==> src/rtl/sdnl_pkg.sv <==
`timescale 1ns / 1ps
// Package for the signed decimal number lexer: widths, symbol kinds,
// character codes and the result record type. No dependencies.
package sdnl_pkg;

   localparam int MANT_BITS = 48;
   localparam int ID_BITS   = 16;
   localparam int FRAC_BITS = 5;

   localparam logic [FRAC_BITS-1:0] FRAC_MAX = '1;

   // symbol kinds
   localparam logic [1:0] KIND_CHAR   = 2'd0;
   localparam logic [1:0] KIND_STRING = 2'd1;
   localparam logic [1:0] KIND_BLANK  = 2'd2;
   localparam logic [1:0] KIND_OTHER  = 2'd3;

   // character codes
   localparam logic [7:0] CHAR_MINUS  = 8'h2D;
   localparam logic [7:0] CHAR_POINT  = 8'h2E;
   localparam logic [7:0] CHAR_ZERO   = 8'h30;
   localparam logic [7:0] CHAR_NINE   = 8'h39;
   localparam logic [7:0] CHAR_LPAREN = 8'h28;
   localparam logic [7:0] CHAR_RPAREN = 8'h29;
   localparam logic [7:0] CHAR_LBRACK = 8'h5B;
   localparam logic [7:0] CHAR_RBRACK = 8'h5D;
   localparam logic [7:0] CHAR_LBRACE = 8'h7B;
   localparam logic [7:0] CHAR_RBRACE = 8'h7D;

   // result type codes
   localparam logic OUT_PASS   = 1'b0;
   localparam logic OUT_NUMBER = 1'b1;

   typedef struct packed {
      logic                 out_type;
      logic [1:0]           pass_kind;
      logic [7:0]           pass_char;
      logic [ID_BITS-1:0]   pass_id;
      logic                 is_negative;
      logic [MANT_BITS-1:0] mantissa;
      logic [FRAC_BITS-1:0] frac_digits;
      logic                 overflow;
      logic                 stream_end;
      logic                 syntax_error;
   } sdnl_result_type;

endpackage

==> src/rtl/sdnl_core.sv <==
`timescale 1ns / 1ps
// Lexer state and per-symbol decode: turns one accepted symbol into up to
// two result records. Depends on sdnl_pkg.
module sdnl_core (
   input  logic                                clock,
   input  logic                                reset,
   input  logic                                item_accept,
   input  logic [1:0]                          sym_kind,
   input  logic [7:0]                          sym_char,
   input  logic [sdnl_pkg::ID_BITS-1:0]        sym_id,
   input  logic                                end_of_input,
   output sdnl_pkg::sdnl_result_type [1:0]     results,
   output logic [1:0]                          result_count
);
   import sdnl_pkg::*;

   localparam logic [2:0] MODE_OUT  = 3'd0;
   localparam logic [2:0] MODE_PRE  = 3'd1;
   localparam logic [2:0] MODE_SIGN = 3'd2;
   localparam logic [2:0] MODE_INT  = 3'd3;
   localparam logic [2:0] MODE_FRAC = 3'd4;

   logic [2:0]           mode_ff,  mode_in;
   logic [ID_BITS-1:0]   held_ff,  held_in;
   logic                 neg_ff,   neg_in;
   logic [MANT_BITS-1:0] accum_ff, accum_in;
   logic [FRAC_BITS-1:0] frac_ff,  frac_in;
   logic                 sat_ff,   sat_in;

   logic [7:0]           ch;
   logic [3:0]           digit_off;
   logic                 is_char, is_digit, is_bracket, is_sep;
   logic [2:0]           next_mode;
   logic [MANT_BITS-1:0] acc_src;
   logic [MANT_BITS+3:0] mac_wide;
   logic                 mac_sat;
   logic [MANT_BITS-1:0] mac_val;
   logic                 err;
   sdnl_result_type      pass_r, minus_r, num_r, flush_r;

   always_comb begin
      is_char    = (sym_kind == KIND_CHAR);
      ch         = is_char ? sym_char : 8'd0;
      is_digit   = is_char && (ch inside {[CHAR_ZERO:CHAR_NINE]});
      is_bracket = is_char && (ch inside {CHAR_LPAREN, CHAR_RPAREN, CHAR_LBRACK,
                                          CHAR_RBRACK, CHAR_LBRACE, CHAR_RBRACE});
      is_sep     = (sym_kind == KIND_STRING) || (sym_kind == KIND_BLANK) || is_bracket;
      next_mode  = is_sep ? MODE_PRE : MODE_OUT;
      digit_off  = 4'(ch - CHAR_ZERO);

      // acc*10 + digit; a fresh number starts from zero
      acc_src  = (mode_ff == MODE_INT || mode_ff == MODE_FRAC) ? accum_ff : '0;
      mac_wide = ({4'd0, acc_src} << 3) + ({4'd0, acc_src} << 1)
               + {{MANT_BITS{1'b0}}, digit_off};
      mac_sat  = |mac_wide[MANT_BITS+3:MANT_BITS];
      mac_val  = mac_sat ? '1 : mac_wide[MANT_BITS-1:0];

      pass_r           = '0;
      pass_r.out_type  = OUT_PASS;
      pass_r.pass_kind = sym_kind;
      pass_r.pass_char = ch;
      pass_r.pass_id   = sym_id;

      minus_r           = '0;
      minus_r.out_type  = OUT_PASS;
      minus_r.pass_kind = KIND_CHAR;
      minus_r.pass_char = CHAR_MINUS;
      minus_r.pass_id   = held_ff;

      num_r             = '0;
      num_r.out_type    = OUT_NUMBER;
      num_r.is_negative = neg_ff;
      num_r.mantissa    = accum_ff;
      num_r.frac_digits = frac_ff;
      num_r.overflow    = sat_ff;

      mode_in      = mode_ff;
      held_in      = held_ff;
      neg_in       = neg_ff;
      accum_in     = accum_ff;
      frac_in      = frac_ff;
      sat_in       = sat_ff;
      results      = '0;
      result_count = 2'd0;
      err          = 1'b0;
      flush_r      = '0;

      case (mode_ff)
         MODE_PRE: begin
            if (is_char && ch == CHAR_MINUS) begin
               held_in = sym_id;
               neg_in  = 1'b1;
               mode_in = MODE_SIGN;
            end else if (is_digit) begin
               neg_in   = 1'b0;
               accum_in = mac_val;
               frac_in  = '0;
               sat_in   = 1'b0;
               mode_in  = MODE_INT;
            end else begin
               results[0]   = pass_r;
               result_count = 2'd1;
               mode_in      = next_mode;
            end
         end
         MODE_SIGN: begin
            if (is_digit) begin
               accum_in = mac_val;
               frac_in  = '0;
               sat_in   = 1'b0;
               mode_in  = MODE_INT;
            end else begin
               results[0]   = minus_r;
               results[1]   = pass_r;
               result_count = 2'd2;
               neg_in       = 1'b0;
               mode_in      = next_mode;
            end
         end
         MODE_INT, MODE_FRAC: begin
            if (is_digit) begin
               if (mode_ff == MODE_FRAC && frac_ff == FRAC_MAX) begin
                  sat_in = 1'b1;
               end else begin
                  accum_in = mac_val;
                  sat_in   = sat_ff | mac_sat;
                  if (mode_ff == MODE_FRAC) begin
                     frac_in = frac_ff + 1'b1;
                  end
               end
            end else if (mode_ff == MODE_INT && is_char && ch == CHAR_POINT) begin
               mode_in = MODE_FRAC;
            end else begin
               results[0]   = num_r;
               results[1]   = pass_r;
               result_count = 2'd2;
               neg_in       = 1'b0;
               accum_in     = '0;
               frac_in      = '0;
               sat_in       = 1'b0;
               mode_in      = next_mode;
            end
         end
         default: begin
            results[0]   = pass_r;
            result_count = 2'd1;
            mode_in      = next_mode;
         end
      endcase

      if (end_of_input) begin
         // flush only happens when the symbol itself was absorbed
         if (mode_in == MODE_SIGN) begin
            flush_r           = '0;
            flush_r.out_type  = OUT_PASS;
            flush_r.pass_kind = KIND_CHAR;
            flush_r.pass_char = CHAR_MINUS;
            flush_r.pass_id   = held_in;
            results[0]        = flush_r;
            result_count      = 2'd1;
         end else if (mode_in == MODE_INT || mode_in == MODE_FRAC) begin
            err                 = (mode_in == MODE_FRAC) && (frac_in == '0);
            flush_r             = '0;
            flush_r.out_type    = OUT_NUMBER;
            flush_r.is_negative = neg_in;
            flush_r.mantissa    = accum_in;
            flush_r.frac_digits = frac_in;
            flush_r.overflow    = sat_in;
            results[0]          = flush_r;
            result_count        = 2'd1;
         end
         if (result_count == 2'd2) begin
            results[1].stream_end   = 1'b1;
            results[1].syntax_error = err;
         end else begin
            results[0].stream_end   = 1'b1;
            results[0].syntax_error = err;
         end
         mode_in  = MODE_OUT;
         held_in  = '0;
         neg_in   = 1'b0;
         accum_in = '0;
         frac_in  = '0;
         sat_in   = 1'b0;
      end
   end

   always_ff @(posedge clock) begin
      if (reset) begin
         mode_ff  <= MODE_OUT;
         held_ff  <= '0;
         neg_ff   <= 1'b0;
         accum_ff <= '0;
         frac_ff  <= '0;
         sat_ff   <= 1'b0;
      end else if (item_accept) begin
         mode_ff  <= mode_in;
         held_ff  <= held_in;
         neg_ff   <= neg_in;
         accum_ff <= accum_in;
         frac_ff  <= frac_in;
         sat_ff   <= sat_in;
      end
   end

endmodule

==> src/rtl/signed_decimal_number_lexer_top.sv <==
`timescale 1ns / 1ps
// Top level of the signed decimal number lexer: lexer core plus a
// three-entry result queue. Depends on sdnl_pkg and sdnl_core.
//
// Usage:
//  - req_ channel carries one symbol per transaction (kind, character,
//    identifier, end_of_input). rsp_ channel carries one result per
//    transaction: a passed symbol or a number token.
//  - A symbol is decoded in the cycle it is accepted; its results are
//    written to the queue and rsp_valid rises on the next cycle.
//  - A symbol gives 0, 1 or 2 results. The queue holds three results and
//    req_stall is high while two or more are waiting, so while rsp_stall is
//    low symbols giving one result flow at one per cycle and a symbol giving
//    two results hands them one at a time to the single result port.
//  - The last result of a stream carries stream_end, with syntax_error set
//    when the stream ended on a point with no digit after it; the lexer then
//    returns to its reset state for the next stream.
//  - When the receiver raises rsp_stall the head result holds; once two
//    results wait the input stalls, nothing is dropped.
//  - Synchronous reset empties the queue and clears the lexer state.
module signed_decimal_number_lexer_top (
   input  logic                                 clock,
   input  logic                                 reset,
   input  logic                                 req_valid,
   output logic                                 req_stall,
   input  logic [1:0]                           req_sym_kind,
   input  logic [7:0]                           req_sym_char,
   input  logic [sdnl_pkg::ID_BITS-1:0]         req_sym_id,
   input  logic                                 req_end_of_input,
   output logic                                 rsp_valid,
   input  logic                                 rsp_stall,
   output logic                                 rsp_out_type,
   output logic [1:0]                           rsp_pass_kind,
   output logic [7:0]                           rsp_pass_char,
   output logic [sdnl_pkg::ID_BITS-1:0]         rsp_pass_id,
   output logic                                 rsp_is_negative,
   output logic [sdnl_pkg::MANT_BITS-1:0]       rsp_mantissa,
   output logic [sdnl_pkg::FRAC_BITS-1:0]       rsp_frac_digits,
   output logic                                 rsp_overflow,
   output logic                                 rsp_stream_end,
   output logic                                 rsp_syntax_error
);
   import sdnl_pkg::*;

   localparam int QDEPTH = 3;

   sdnl_result_type [1:0] core_results;
   logic [1:0]            core_count;
   logic                  item_accept;
   logic                  pop;

   sdnl_result_type entry_ff [QDEPTH];
   logic [1:0]      wr_ptr_ff, wr_ptr_in;
   logic [1:0]      rd_ptr_ff, rd_ptr_in;
   logic [1:0]      count_ff,  count_in;
   logic [1:0]      wr_next;
   logic [2:0]      ptr_gap;
   sdnl_result_type head;

   function automatic logic [1:0] ptr_inc(input logic [1:0] p);
      return (p == 2'(QDEPTH - 1)) ? 2'd0 : p + 2'd1;
   endfunction

   assign req_stall   = (count_ff > 2'd1);
   assign item_accept = req_valid && !req_stall;
   assign rsp_valid   = (count_ff != 2'd0);
   assign pop         = rsp_valid && !rsp_stall;

   sdnl_core u_core (
      .clock        (clock),
      .reset        (reset),
      .item_accept  (item_accept),
      .sym_kind     (req_sym_kind),
      .sym_char     (req_sym_char),
      .sym_id       (req_sym_id),
      .end_of_input (req_end_of_input),
      .results      (core_results),
      .result_count (core_count)
   );

   always_comb begin
      wr_next   = ptr_inc(wr_ptr_ff);
      wr_ptr_in = wr_ptr_ff;
      if (item_accept) begin
         case (core_count)
            2'd1:    wr_ptr_in = wr_next;
            2'd2:    wr_ptr_in = ptr_inc(wr_next);
            default: wr_ptr_in = wr_ptr_ff;
         endcase
      end
      rd_ptr_in = pop ? ptr_inc(rd_ptr_ff) : rd_ptr_ff;
      count_in  = count_ff + (item_accept ? core_count : 2'd0) - {1'b0, pop};
      head      = entry_ff[rd_ptr_ff];
      ptr_gap   = {1'b0, wr_ptr_ff} + 3'(QDEPTH) - {1'b0, rd_ptr_ff};
      if (ptr_gap >= 3'(QDEPTH)) begin
         ptr_gap = ptr_gap - 3'(QDEPTH);
      end
   end

   always_ff @(posedge clock) begin
      if (item_accept && core_count != 2'd0) begin
         entry_ff[wr_ptr_ff] <= core_results[0];
      end
      if (item_accept && core_count == 2'd2) begin
         entry_ff[wr_next] <= core_results[1];
      end
   end

   always_ff @(posedge clock) begin
      if (reset) begin
         wr_ptr_ff <= 2'd0;
         rd_ptr_ff <= 2'd0;
         count_ff  <= 2'd0;
      end else begin
         wr_ptr_ff <= wr_ptr_in;
         rd_ptr_ff <= rd_ptr_in;
         count_ff  <= count_in;
      end
   end

   assign rsp_out_type     = head.out_type;
   assign rsp_pass_kind    = head.pass_kind;
   assign rsp_pass_char    = head.pass_char;
   assign rsp_pass_id      = head.pass_id;
   assign rsp_is_negative  = head.is_negative;
   assign rsp_mantissa     = head.mantissa;
   assign rsp_frac_digits  = head.frac_digits;
   assign rsp_overflow     = head.overflow;
   assign rsp_stream_end   = head.stream_end;
   assign rsp_syntax_error = head.syntax_error;

   // the last symbol of a stream always leaves at least one result queued
   a_eoi_gives_result : assert property (@(posedge clock) disable iff (reset)
      item_accept && req_end_of_input |=> count_ff != 2'd0)
      else $error("end of stream produced no result");

   // pointers stay within the queue depth
   a_ptr_range : assert property (@(posedge clock) disable iff (reset)
      rd_ptr_ff != 2'd3 && wr_ptr_ff != 2'd3)
      else $error("queue pointer out of range");

   // occupancy agrees with the pointer distance
   a_count_ptrs : assert property (@(posedge clock) disable iff (reset)
      (count_ff == 2'd3 && ptr_gap == 3'd0) || ptr_gap == {1'b0, count_ff})
      else $error("queue count and pointers disagree");

   // the queue never has to take more than it has room for
   a_no_overfill : assert property (@(posedge clock) disable iff (reset)
      item_accept |-> {1'b0, count_ff} + {1'b0, core_count} <= 3'd3)
      else $error("result queue overfilled");

endmodule

==> config.mk <==
export PLATFORM = sky130hd
export DESIGN_NAME = signed_decimal_number_lexer_top
export DESIGN_NICKNAME = d
export VERILOG_FILES = /design/src/rtl/sdnl_pkg.sv /design/src/rtl/sdnl_core.sv /design/src/rtl/signed_decimal_number_lexer_top.sv
export SDC_FILE = /design/constraint.sdc
export NUM_CORES = 1
export LEC_CHECK = 0
export ABC_AREA = 1
export BUFFER_PORTS_ARGS = -buffer_cell sky130_fd_sc_hd__buf_2
export CORE_MARGIN = 4
export CORE_UTILIZATION = 39
export CTS_CLUSTER_DIAMETER = 40
export DETAILED_ROUTE_END_ITERATION = 6
export GPL_TIMING_DRIVEN = 0
export SKIP_LAST_GASP = 1
export SLEW_MARGIN = 20
export SYNTH_ARGS = -nofsm -noshare
export SYNTH_HDL_FRONTEND = slang
export SYNTH_SLANG_ARGS = --single-unit
==> constraint.sdc <==
create_clock -name clock -period 5.1 [get_ports clock]
set_input_delay 0 -clock clock [delete_from_list [all_inputs] [get_ports clock]]
set_output_delay 0 -clock clock [all_outputs]
set_load 0.005 [all_outputs]
==> metrics <==
r2r setup slk 290 ps; pin count of the biggest net entering global routing 29; Crit-path slowest cell dfxtp_1; Core Area 56400 um^2; Int Power 0.00583 W; Leakage 12.4 nW; synthesis-to-finish area growth 17.2%; Setup Buffers After CTS 0; clock tree buffer depth 3; hpwl dp 58.9 mm; Layout fillers 6006; syn_nets 3574; Final Cycle Share 0.944; CTS Buf Count 55; clk slew on worst S/H paths 60 ps; reg-to-reg startpoint u_core.mode_ff[0]; initial antenna violation count 0; clock power share 0.430; total inserted antenna cells 0; critical path cell sequence inv_1 -> nor3_2 -> inv_1 -> nor2_1 -> inv_1 -> o21ai_4 -> inv_2 -> buf_4 -> o21ai_0 -> inv_1 -> ha_1 -> nor2_1 -> inv_1 -> nor3_1 -> buf_2 -> inv_1 -> clkbuf_1 -> clkbuf_1 -> o22ai_1; most used cell, CP inv_1; Worst Path Arrival 5240 ps; Flop pwr share 0.338; WP data required 5530 ps; ys flop type dfxtp_1; Starting DRT DRC Count 2043; Max IR drop VDD 0.276 mV; GRT Residual Overflow 0; share of layout cells above drive strength 1 0.117; crit end category register; Root Buffer Master clkbuf_16; Via Count 23100; post-route cell area 26000 um^2; number of global-route vias before repair 21000; Slew HR 0.294; Syn Inst Count 3440; Period minus WS final 4810 ps; ys async rst share 0; NumNets Final 3773; power after layout 0.00884 W; area leader, netlist dfxtp_1; sequential fraction of the synthesis area 0.339; Critical Path Source Type register; Port Buffers 115; die height 247 um; htree depth 2; TritonCTS clock tree yes; routed wire length 78.8 mm; Ports 117; ranking of synthesized cells by area dfxtp_1 23%, nand2_1 22%, edfxtp_1 11%, a21oi_1 6.9%, ha_1 5.7%; Skew-Pair Late Insertion Delay 630 ps; setup clock skew after layout 36.0 ps; row count 87; Sink Count 334; EDFF count, synth 84; most frequent cell after synthesis nand2_1; die width 247 um; RD Place Congestion 0.965; #FFs+latches synth 334; Starting Density 0.394; fmax 208 MHz; DRC 0; Slew Limit Fails 0; first-pass GRT wire length 121 mm; Syn Std Cell Area 22200 um^2; Global Route Usage Sum 0.251; top post-synthesis cells by count 1328 x nand2_1, 305 x a21oi_1, 304 x inv_1; min-delay worst type in -> reg; synth warn 0; CP Class reg -> reg; Max Cap Violations 0; Initial DRT Pass Iterations 5; power per cell area 340 nW/um^2; outcome completed; Final Core Density 0.461; Largest stage delay, worst path 420 ps; synth unique cells 50; switching share of power 0.341; origin of the worst min-delay path req_sym_char[7]; Synth Area per Inst 6.45 um^2; worst slew pin tran 1060 ps; die area 60800 um^2; Placed Area 23800 um^2; net switching power 0.00302 W; worst setup path start u_core.mode_ff[0]; setup violators final 0; Comb power frac 0.232; Final Hold Viols 0; antenna viol nets, final 0; wire length per cell 17.7 um; CP Max Fanout 10; area share of the largest cell type after synthesis 0.225; vias per cell 5.20
[registers in the layout (all words and copies together), names as in the netlist, named ones only]
name	cells
u_core.mode_ff	3
u_core.accum_ff	48
entry_ff	252
u_core.neg_ff	1
u_core.frac_ff	5
u_core.held_ff	16
u_core.sat_ff	1
wr_ptr_ff	2
rd_ptr_ff	2
count_ff	2
[critical path, delay by kind of cell, from the launching register on]
kind | cells | cell delay [ps]
buf+inv | 11 | 2240
compound gates | 3 | 950
simple gates | 4 | 790
flops | 1 | 420
fa+ha+maj | 1 | 200
[layout make-up]
class | instances | area (um^2) | share of cell area
inverters | 330 | 1240 | 0.0478
multi-input cells | 2596 | 12700 | 0.487
repair buffers | 144 | 886 | 0.0341
clock buffers | 65 | 1430 | 0.0551
well taps | 756 | 946 | 0.0364
plain buffers | 178 | 832 | 0.0320
flip-flops and latches | 334 | 7530 | 0.289
clock inverters | 39 | 465 | 0.0179
[timing repair]
item | in CTS | in global routing
hold endpoints to repair | 86 | 0
cloned | 0 | 0
pin swaps | 0 | 0
hold buffers | 27 | 0
setup endpoints to repair | 249 | 280
gates resized for setup | 4 | 41
[path summary, 6_finish.rpt]
| path | to | cells after the start |
|---|---|---|
| max | entry_ff[2][81] | 19 |
| min | entry_ff[2][80] | 5 |
| max reg2reg | entry_ff[2][81] | 19 |
| min reg2reg | entry_ff[0][44] | 2 |
[metal layers]
metal  up-vias  GRT usage  part of all wire
met5         -          0                 0
met4         0     0.0714             0.030
met3       137     0.0319             0.069
met2       805      0.413              0.45
met1     10600      0.346              0.45
li1      11500          -                 -
[cells by family (layout without fill, tap and decap cells)]
group	Yosys count	count (layout)	synth area share
AND/OR/NAND/NOR	1928	1928	0.362
flip-flops	334	334	0.339
XOR/XNOR	32	32	0.0126
AO/OA/AOI/OAI	533	533	0.134
buffers and inverters	510	756	0.0929
adder cells (fa/ha/maj)	103	103	0.0584
[power by group through the flow]
stage / Clock, W / Sequential [W] / Combinational [W]
floorplan: 0 / 0.00302 / 0.00110
global placement: 0 / 0.00304 / 0.00201
detailed placement: 0 / 0.00304 / 0.00202
CTS: 0.00385 / 0.00299 / 0.00206
global route: 0.00397 / 0.00300 / 0.00224
finish: 0.00381 / 0.00299 / 0.00205
[through the flow]
step                setup slack [ps]  instances  hold WS [ps]  setup TNS, ps
floorplan                       1280       3440           191              0
global placement                -800       4311           304        -114030
detailed placement              -423       4313           323         -57040
CTS                             32.6       4443          25.6              0
global route                   -10.0       4442          74.9          -10.0
finish                           288       4442          50.2              0
[layout by cell type (no fill, tap or decap), types with 4 or more instances in the layout]
master / synthesis / final
o21ai_1: 16 / 16
o21ai_0: 70 / 70
nand3_1: 183 / 183
buf_2: 22 / 137
edfxtp_1: 84 / 84
clkinv_1: 5 / 6
inv_1: 304 / 301
clkbuf_16: 0 / 55
clkinv_2: 0 / 4
inv_6: 0 / 16
buf_1: 16 / 16
inv_2: 21 / 22
buf_4: 16 / 16
nand4_1: 14 / 14
nand3_2: 46 / 46
a211oi_1: 4 / 4
a221oi_2: 6 / 6
a221oi_1: 10 / 10
o22ai_1: 87 / 87
xor2_1: 18 / 18
clkbuf_1: 120 / 118
o21bai_1: 16 / 16
ha_1: 102 / 102
nor3_1: 28 / 28
nor4_1: 4 / 4
dfxtp_1: 250 / 250
dlygate4sd3_1: 0 / 27
a21oi_1: 305 / 305
nand2_2: 42 / 42
inv_8: 0 / 5
nor2_1: 255 / 233
nand3b_1: 4 / 4
nand2_1: 1328 / 1328
xnor2_1: 14 / 14
bufinv_16: 0 / 4
nor2_2: 13 / 34
clkbuf_2: 0 / 6
Power figures use the tool's default switching activity.
